===== config.mk =====
export PLATFORM = sky130hd
export DESIGN_NAME = mdio_management_master
export DESIGN_NICKNAME = d
export VERILOG_FILES = /design/src/sv/mdio_mm_pkg.sv /design/src/sv/mdio_mm_core.sv /design/src/sv/mdio_management_master.sv
export VERILOG_INCLUDE_DIRS = /design/src /design/src/sv
export SDC_FILE = /design/constraint.sdc
export NUM_CORES = 1
export LEC_CHECK = 0
export BUFFER_PORTS_ARGS = -buffer_cell sky130_fd_sc_hd__buf_2
export CAP_MARGIN = 20
export CORE_AREA = 2 2 115 117
export CTS_BUF_LIST = sky130_fd_sc_hd__clkbuf_4 sky130_fd_sc_hd__clkbuf_8 sky130_fd_sc_hd__clkbuf_16
export DETAILED_ROUTE_END_ITERATION = 10
export DIE_AREA = 0 0 117 119
export PLACE_DENSITY = 0.8
export SLEW_MARGIN = 10
export SYNTH_ARGS = -nofsm -noshare
export SYNTH_HDL_FRONTEND = slang
export SYNTH_SLANG_ARGS = --single-unit

===== constraint.sdc =====
create_clock -name i_clk -period 10.4 [get_ports i_clk]
set_clock_uncertainty 0.1 [all_clocks]
set_input_delay 0.52 -clock i_clk [delete_from_list [all_inputs] [get_ports i_clk]]
set_output_delay 0.52 -clock i_clk [all_outputs]
set_load 0.005 [all_outputs]

===== src/sv/mdio_management_master_defines.svh =====
`ifndef MDIO_MANAGEMENT_MASTER_DEFINES_SVH
`define MDIO_MANAGEMENT_MASTER_DEFINES_SVH

// same-cycle implication, checked outside reset
`define MM_ASSERT_NOW(label, clk, rst_n, ante, cons) \
    label: assert property (@(posedge clk) disable iff (!rst_n) (ante) |-> (cons)) \
        else $error("mdio master check failed");

// next-cycle implication, checked outside reset
`define MM_ASSERT_NEXT(label, clk, rst_n, ante, cons) \
    label: assert property (@(posedge clk) disable iff (!rst_n) (ante) |=> (cons)) \
        else $error("mdio master check failed");

`endif


===== src/sv/mdio_mm_pkg.sv =====
package mdio_mm_pkg;

    localparam int PREAMBLE_BITS = 32;
    localparam int FRAME_BITS    = 32;
    localparam int TOTAL_BITS    = PREAMBLE_BITS + FRAME_BITS;
    localparam int POS_W         = 7;
    localparam int DIV_W         = 16;
    localparam int ADDR_W        = 5;
    localparam int DATA_W        = 16;

    // frame bit numbers counted from the end of the preamble
    localparam int Q_DRIVE_END   = 14;
    localparam int Q_ACK_BIT     = 15;
    localparam int Q_DATA_FIRST  = 16;
    localparam int Q_DATA_END    = 32;

    localparam int IN_TDATA_W    = 32;
    localparam int OUT_TDATA_W   = 24;
    localparam int CFG_INDEX_W   = 2;
    localparam int CFG_DATA_W    = 16;

    localparam logic [CFG_INDEX_W-1:0] REG_CLOCK_DIVISOR = 2'd0;
    localparam logic [CFG_INDEX_W-1:0] REG_ENABLE        = 2'd1;

    localparam logic [DIV_W-1:0] DIVISOR_RESET = 16'd255;

    localparam logic [1:0] FRAME_START = 2'b01;
    localparam logic [1:0] OP_READ     = 2'b10;
    localparam logic [1:0] OP_WRITE    = 2'b01;
    localparam logic [1:0] TA_WRITE    = 2'b10;

    typedef struct packed {
        logic              mode;
        logic              access_write;
        logic [ADDR_W-1:0] phy_address;
        logic [ADDR_W-1:0] register_address;
        logic [DATA_W-1:0] write_value;
        logic              mdio_in;
    } t_item;

    typedef struct packed {
        logic              mdc;
        logic              mdio_out;
        logic              mdio_drive;
        logic              busy_res;
        logic              acked;
        logic [DATA_W-1:0] read_value;
        logic              start_rejected;
    } t_result;

    typedef struct packed {
        logic                   valid;
        logic [CFG_INDEX_W-1:0] index;
        logic [CFG_DATA_W-1:0]  data;
    } t_cfg_write;

endpackage


===== src/sv/mdio_mm_core.sv =====
`include "mdio_management_master_defines.svh"

module mdio_mm_core (
    input  logic                 i_clk,
    input  logic                 i_rst_n,
    input  mdio_mm_pkg::t_cfg_write i_cfg,
    input  logic                 i_step,
    input  mdio_mm_pkg::t_item   i_item,
    output mdio_mm_pkg::t_result o_result
);

    logic [mdio_mm_pkg::DIV_W-1:0]      r_div, n_div;
    logic                               r_enable, n_enable;
    logic [mdio_mm_pkg::DIV_W-1:0]      r_count, n_count;
    logic [mdio_mm_pkg::POS_W-1:0]      r_pos, n_pos;
    logic [mdio_mm_pkg::FRAME_BITS-1:0] r_shift, n_shift;
    logic [mdio_mm_pkg::DATA_W-1:0]     r_capture, n_capture;
    logic                               r_is_write, n_is_write;
    logic                               r_busy, n_busy;
    logic                               r_ack, n_ack;

    logic [mdio_mm_pkg::DIV_W-1:0] eff_div;
    logic [mdio_mm_pkg::DIV_W-1:0] half;
    logic [mdio_mm_pkg::POS_W-1:0] q_cur;
    logic [mdio_mm_pkg::POS_W-1:0] q_next;
    logic [mdio_mm_pkg::POS_W-1:0] pos_inc;
    logic                          rejected;

    assign eff_div = (r_div == '0) ? mdio_mm_pkg::DIV_W'(1) : r_div;
    assign half    = mdio_mm_pkg::DIV_W'(({1'b0, eff_div} + 17'd1) >> 1);
    assign q_cur   = r_pos - mdio_mm_pkg::POS_W'(mdio_mm_pkg::PREAMBLE_BITS);
    assign pos_inc = r_pos + mdio_mm_pkg::POS_W'(1);

    always_comb begin
        n_div      = r_div;
        n_enable   = r_enable;
        n_count    = r_count;
        n_pos      = r_pos;
        n_shift    = r_shift;
        n_capture  = r_capture;
        n_is_write = r_is_write;
        n_busy     = r_busy;
        n_ack      = r_ack;
        rejected   = 1'b0;

        if (i_step) begin
            if (i_item.mode) begin
                if (r_busy || !r_enable) begin
                    rejected = 1'b1;
                end else begin
                    n_is_write = i_item.access_write;
                    n_shift    = {mdio_mm_pkg::FRAME_START,
                                  i_item.access_write ? mdio_mm_pkg::OP_WRITE
                                                      : mdio_mm_pkg::OP_READ,
                                  i_item.phy_address, i_item.register_address,
                                  i_item.access_write ? {mdio_mm_pkg::TA_WRITE,
                                                         i_item.write_value}
                                                      : 18'd0};
                    n_busy     = 1'b1;
                    n_count    = '0;
                    n_pos      = '0;
                end
            end else if (r_busy && r_enable) begin
                // sample at the rising mdc edge
                if (r_count == half && !r_is_write &&
                    r_pos >= mdio_mm_pkg::POS_W'(mdio_mm_pkg::PREAMBLE_BITS)) begin
                    if (q_cur == mdio_mm_pkg::POS_W'(mdio_mm_pkg::Q_ACK_BIT)) begin
                        n_ack = !i_item.mdio_in;
                    end else if (q_cur >= mdio_mm_pkg::POS_W'(mdio_mm_pkg::Q_DATA_FIRST) &&
                                 q_cur < mdio_mm_pkg::POS_W'(mdio_mm_pkg::Q_DATA_END)) begin
                        n_capture = {r_capture[mdio_mm_pkg::DATA_W-2:0], i_item.mdio_in};
                    end
                end
                // end of mdc period
                if (r_count >= eff_div) begin
                    n_count = '0;
                    if (r_pos >= mdio_mm_pkg::POS_W'(mdio_mm_pkg::PREAMBLE_BITS)) begin
                        n_shift = {r_shift[mdio_mm_pkg::FRAME_BITS-2:0], 1'b0};
                    end
                    n_pos = pos_inc;
                    if (pos_inc >= mdio_mm_pkg::POS_W'(mdio_mm_pkg::TOTAL_BITS)) begin
                        n_busy = 1'b0;
                        n_pos  = '0;
                    end
                end else begin
                    n_count = r_count + mdio_mm_pkg::DIV_W'(1);
                end
            end
        end

        if (i_cfg.valid) begin
            case (i_cfg.index)
                mdio_mm_pkg::REG_CLOCK_DIVISOR: begin
                    n_div = i_cfg.data;
                end
                mdio_mm_pkg::REG_ENABLE: begin
                    n_enable = i_cfg.data[0];
                    if (!i_cfg.data[0]) begin
                        n_busy  = 1'b0;
                        n_count = '0;
                        n_pos   = '0;
                    end
                end
                default: begin
                end
            endcase
        end
    end

    // pin levels after this item
    assign q_next = n_pos - mdio_mm_pkg::POS_W'(mdio_mm_pkg::PREAMBLE_BITS);

    always_comb begin
        o_result                = '0;
        o_result.busy_res       = n_busy;
        o_result.acked          = n_ack;
        o_result.read_value     = n_capture;
        o_result.start_rejected = rejected;
        if (n_busy) begin
            o_result.mdc = (n_count >= half);
            if (n_pos < mdio_mm_pkg::POS_W'(mdio_mm_pkg::PREAMBLE_BITS)) begin
                o_result.mdio_drive = 1'b1;
                o_result.mdio_out   = 1'b1;
            end else if (q_next < mdio_mm_pkg::POS_W'(mdio_mm_pkg::Q_DRIVE_END) ||
                         n_is_write) begin
                o_result.mdio_drive = 1'b1;
                o_result.mdio_out   = n_shift[mdio_mm_pkg::FRAME_BITS-1];
            end
        end
    end

    always_ff @(posedge i_clk) begin
        if (!i_rst_n) begin
            r_div      <= mdio_mm_pkg::DIVISOR_RESET;
            r_enable   <= 1'b0;
            r_count    <= '0;
            r_pos      <= '0;
            r_shift    <= '0;
            r_capture  <= '0;
            r_is_write <= 1'b0;
            r_busy     <= 1'b0;
            r_ack      <= 1'b0;
        end else begin
            r_div      <= n_div;
            r_enable   <= n_enable;
            r_count    <= n_count;
            r_pos      <= n_pos;
            r_shift    <= n_shift;
            r_capture  <= n_capture;
            r_is_write <= n_is_write;
            r_busy     <= n_busy;
            r_ack      <= n_ack;
        end
    end

    `MM_ASSERT_NOW(a_busy_needs_enable, i_clk, i_rst_n, r_busy, r_enable)
    `MM_ASSERT_NOW(a_idle_counters_clear, i_clk, i_rst_n, !r_busy, (r_count == '0) && (r_pos == '0))
    `MM_ASSERT_NOW(a_pos_in_frame, i_clk, i_rst_n, r_busy, r_pos < mdio_mm_pkg::POS_W'(mdio_mm_pkg::TOTAL_BITS))
    `MM_ASSERT_NEXT(a_reject_keeps_state, i_clk, i_rst_n, i_step && rejected && !i_cfg.valid, $stable(r_busy) && $stable(r_shift))

endmodule


===== src/sv/mdio_management_master.sv =====
// channel  | direction | handshake                       | payload
// s_axis   | in        | s_axis_tvalid / s_axis_tready   | s_axis_tdata, s_axis_tuser (mode)
// m_axis   | out       | m_axis_tvalid / m_axis_tready   | m_axis_tdata
// cfg      | in        | i_cfg_valid / o_cfg_ready       | i_cfg_index, i_cfg_data
//
// one item per clock while m_axis is not stalled; items pass through the input register and the result register
// each tick or start is one pass through the frame logic between those registers
// a stall on m_axis holds the result and, once the input register is full, lowers s_axis_tready in the same cycle
// reset is synchronous, active low: pipeline empty, frame idle, divisor 255, disabled
// cfg is always ready; a write takes effect on the next clock
`include "mdio_management_master_defines.svh"

module mdio_management_master (
    input  logic                                    i_clk,
    input  logic                                    i_rst_n,
    input  logic                                    s_axis_tvalid,
    output logic                                    s_axis_tready,
    // [0] access_write, [5:1] phy_address, [10:6] register_address,
    // [26:11] write_value, [27] mdio_in, [31:28] zero
    input  logic [mdio_mm_pkg::IN_TDATA_W-1:0]      s_axis_tdata,
    // [0] mode
    input  logic                                    s_axis_tuser,
    output logic                                    m_axis_tvalid,
    input  logic                                    m_axis_tready,
    // [0] mdc, [1] mdio_out, [2] mdio_drive, [3] busy_res, [4] acked,
    // [20:5] read_value, [21] start_rejected, [23:22] zero
    output logic [mdio_mm_pkg::OUT_TDATA_W-1:0]     m_axis_tdata,
    input  logic                                    i_cfg_valid,
    output logic                                    o_cfg_ready,
    input  logic [mdio_mm_pkg::CFG_INDEX_W-1:0]     i_cfg_index,
    input  logic [mdio_mm_pkg::CFG_DATA_W-1:0]      i_cfg_data
);

    logic                    r_in_valid;
    mdio_mm_pkg::t_item      r_in_item;
    logic                    r_out_valid;
    mdio_mm_pkg::t_result    r_out;
    mdio_mm_pkg::t_result    result;
    mdio_mm_pkg::t_cfg_write cfg;
    logic                    advance;

    assign advance       = r_in_valid && (!r_out_valid || m_axis_tready);
    assign s_axis_tready = !r_in_valid || advance;
    assign o_cfg_ready   = 1'b1;

    assign cfg.valid = i_cfg_valid;
    assign cfg.index = i_cfg_index;
    assign cfg.data  = i_cfg_data;

    always_ff @(posedge i_clk) begin
        if (!i_rst_n) begin
            r_in_valid <= 1'b0;
        end else if (s_axis_tready) begin
            r_in_valid <= s_axis_tvalid;
        end
    end

    always_ff @(posedge i_clk) begin
        if (s_axis_tvalid && s_axis_tready) begin
            r_in_item.mode             <= s_axis_tuser;
            r_in_item.access_write     <= s_axis_tdata[0];
            r_in_item.phy_address      <= s_axis_tdata[5:1];
            r_in_item.register_address <= s_axis_tdata[10:6];
            r_in_item.write_value      <= s_axis_tdata[26:11];
            r_in_item.mdio_in          <= s_axis_tdata[27];
        end
    end

    mdio_mm_core u_core (
        .i_clk    (i_clk),
        .i_rst_n  (i_rst_n),
        .i_cfg    (cfg),
        .i_step   (advance),
        .i_item   (r_in_item),
        .o_result (result)
    );

    always_ff @(posedge i_clk) begin
        if (!i_rst_n) begin
            r_out_valid <= 1'b0;
        end else if (advance) begin
            r_out_valid <= 1'b1;
        end else if (m_axis_tready) begin
            r_out_valid <= 1'b0;
        end
    end

    always_ff @(posedge i_clk) begin
        if (advance) begin
            r_out <= result;
        end
    end

    assign m_axis_tvalid = r_out_valid;
    assign m_axis_tdata  = {2'b00, r_out.start_rejected, r_out.read_value, r_out.acked,
                            r_out.busy_res, r_out.mdio_drive, r_out.mdio_out, r_out.mdc};

    `MM_ASSERT_NEXT(a_advance_fills_out, i_clk, i_rst_n, advance, r_out_valid)
    `MM_ASSERT_NEXT(a_stall_keeps_out, i_clk, i_rst_n, r_out_valid && !m_axis_tready, r_out_valid && $stable(r_out))
    `MM_ASSERT_NOW(a_ready_when_empty, i_clk, i_rst_n, !r_in_valid, s_axis_tready)

endmodule

==> summary.md <==
| Metric | Value |
|---|---|
| Status | finished, final reports clean |
| Die Y | 119 um |
| Yosys reg bits | 144 |
| # clock sinks | 144 |
| WS Path Type | reg2reg |
| Min-Delay Startpoint | s_axis_tdata[4] |
| Post-synth EDFFs | 51 |
| Max frequency | 185 MHz |
| RSZ-0062 raised after global routing | false |
| Total GRT Usage | 0.253 |
| Number of global-route vias before repair | 5762 |
| Total core area | 0.0129 mm2 |
| Static Leak | 3.37 nW |
| Cells after Synth | 744 |
| IO buf count | 75 |
| Crit start category | flip-flop |
| Worst Hold Class | in2reg |
| Nets@finish | 900 |
| Die span in x | 117 um |
| Via count | 5943 |
| Synth Warn # | 0 |
| Pin count of the biggest net entering global routing | 72 |
| Distinct cells, synth | 73 |
| Critical path capture point type | flip-flop |
| Gp weighted congestion | 0.907 |
| Most common cell in the synthesized netlist | dfxtp_1 |
| Hold path cells | 1 |
| Post-CTS Setup Bufs | 0 |
| Initial antenna violation count | 0 |
| Period utilization | 0.519 |
| Row count | 42 |
| Top cell type's share of synthesized area | 0.250 |
| Wire per inst | 16.8 um |
| Clk root buf | clkbuf_16 |
| Inserted Clock Buffers | 17 |
| Die area | 0.0139 mm2 |
| Fin crit period | 5.40 ns |
| Hold worst-path end | r_in_item[25]$_DFFE_PP_ |
| HPWL after DPL | 11800 um |
| CTS tree | yes |
| Clock Path Buffers | 2 |
| I/O pin count | 83 |
| Post-Synthesis Cell Area | 0.00744 mm2 |
| H-tree levels | 4 |
| Yosys top cell by area | dfxtp_1 |
| Setup violators final | 0 |
| Reg2Reg Setup Slack | 5.00 ns |
| Global-route wire length before repair | 27400 um |
| Final wirelength | 16800 um |
| Syn avg cell area | 10.0 um2 |
| Req. time, crit path | 10.49 ns |
| Pwr dens | 152 mW/mm2 |
| Clock transition at path regs | 0.06 ns |
| Grt ovf | 0 |
| Fraction of layout cells with a size suffix above 1 | 0.194 |
| Diode count | 0 |
| Post-cts hold buffer count | 0 |
| Max-Cap Viols | 0 |
| Post-synth top flop | dfxtp_1 |
| VDD IR max | 0.000139 V |
| Post-synthesis sequential area ratio | 0.456 |
| Hold slack | 0.161 ns |
| Slew HR | 0.318 |
| Worst Path Arrival | 5.49 ns |
| Commonest cells post-synth | dfxtp_1 (93), nor2_1 (66), nand2_1 (61) |
| Crit-path max FO | 9 |
| Worst Max-Slew Pin Slew | 1.02 ns |
| Cell depth of the worst flop-to-flop path | 18 |
| Post-route DRC | 0 |
| Vias per std cell | 5.97 |
| Ys async rst share | 0 |
| Hold Vio Cnt, Final | 0 |
| Slew Viols, Final | 0 |
| Post-route antenna net violation count | 0 |
| DRT iter0 DRCs | 405 |
| Setup TNS | 0 ns |
| Initial core utilization | 0.578 |
| Synth area leaders | dfxtp_1 (25%), edfxtp_1 (21%), ha_1 (6.2%) |
| Area Overhead vs Synth | 14.2% |
| TritonRoute pass-1 iters | 5 |
| Gates resized, CTS repair | 0 |
| Reg-to-reg endpoint | m_axis_tdata[0]$_SDFFCE_PN0P_ |
| Clk_lat worst skew | 0.43 ns |
| Reg2Reg Launch Point | u_core.r_div[9]$_SDFFE_PN0P_ |
==> routing by layer <==
layer  track usage  up-vias  part of all wire
met1         0.313     2830              0.42
li1              -     2854                 -
met4         0.101        0             0.024
met3        0.0631       40             0.060
met2         0.420      219              0.50
met5             0        -                 0
==> report_power, final <==
part	leakage (nW)	total, mW	internal, mW	switching [mW]
registers	1.26	0.613	0.601	0.0118
clock network	0.276	0.572	0.344	0.228
logic	1.83	0.104	0.0436	0.0602
==> state kept, by name, indices dropped and copies added (netlist names), 7 cells and up <==
name              cells
u_core.r_shift       32
r_in_item            29
m_axis_tdata         22
u_core.r_capture     16
u_core.r_count       16
u_core.r_div         16
u_core.r_pos          7
==> per-stage QoR <==
step	setup slack, ns	total power [mW]	area [um2]	cells	utilization
global placement	5.46	0.722	7920	962	0.615
CTS	5.18	1.30	8480	994	0.658
floorplan	6.05	0.693	7440	745	-
detailed placement	5.29	0.725	7920	962	0.615
global route	4.67	1.34	8500	996	0.660
finish	5.00	1.29	8500	996	0.660
==> cell usage in the layout (no fill, tap or decap), types with 25 or more instances in the layout <==
| cell | count |
|---|---|
| dfxtp_1 | 93 |
| buf_2 | 75 |
| nor2_1 | 65 |
| nand2_1 | 61 |
| edfxtp_1 | 51 |
| ha_1 | 37 |
| and2_1 | 31 |
| nor3b_1 | 30 |
| a21oi_1 | 29 |
| o21ai_0 | 28 |
| a221oi_1 | 27 |
| inv_1 | 25 |
==> area by class of cell <==
class	count	area [um2]
fill	993	4380
inverter	26	97.6
clock inverter	10	90.1
multi-input combinational	534	3780
sequential	144	3390
clock buffer	22	469
tap	176	220
timing repair buffer	84	447
==> worst max path at each step <==
stage                                             start                             to  slack (ns)  cells past startpoint
after floorplan           u_core.r_div[14]$_SDFFE_PN0P_  m_axis_tdata[0]$_SDFFCE_PN0P_        6.05                     20
after global placement     u_core.r_div[9]$_SDFFE_PN0P_  m_axis_tdata[0]$_SDFFCE_PN0P_        5.46                     19
after detailed placement   u_core.r_div[9]$_SDFFE_PN0P_  m_axis_tdata[0]$_SDFFCE_PN0P_        5.29                     18
after CTS                  u_core.r_div[9]$_SDFFE_PN0P_  m_axis_tdata[0]$_SDFFCE_PN0P_        5.18                     19
after global routing       u_core.r_div[8]$_SDFFE_PN0P_  m_axis_tdata[0]$_SDFFCE_PN0P_        4.67                     18
final                      u_core.r_div[9]$_SDFFE_PN0P_  m_axis_tdata[0]$_SDFFCE_PN0P_        5.00                     18
==> worst max-delay path: stages, from the launching register on <==
cell and delay [ns]:
dfxtp_1 0.42, nor4_1 0.33, a41o_1 0.25, ha_1 0.23, nand2b_1 0.14, a2111oi_0 0.86
or4_1 0.35, a31oi_2 0.28, nor2_1 0.55, a21o_1 0.18, a21oi_1 0.08, nor2_1 0.11
ha_1 0.24, a21o_1 0.16, a211oi_1 0.26, o21ai_0 0.14, a31oi_1 0.21, o211a_1 0.20
nor3_1 0.06
==> cells by family (layout without fill, tap and decap cells) <==
logic type                 after synthesis  count (layout)  share of synthesized area
AOI/OAI and AO/OA                      147             147                      0.142
xor gates and xnor gates                30              30                     0.0464
adders and majority gates               37              37                     0.0622
buffers and inverters                   67             142                     0.0388
DFF                                    144             144                      0.456
muxes                                   18              18                     0.0321
other                                    2               3                    0.00101
and+or+nand+nor                        299             299                      0.221
(Power assumes the default switching activity.)
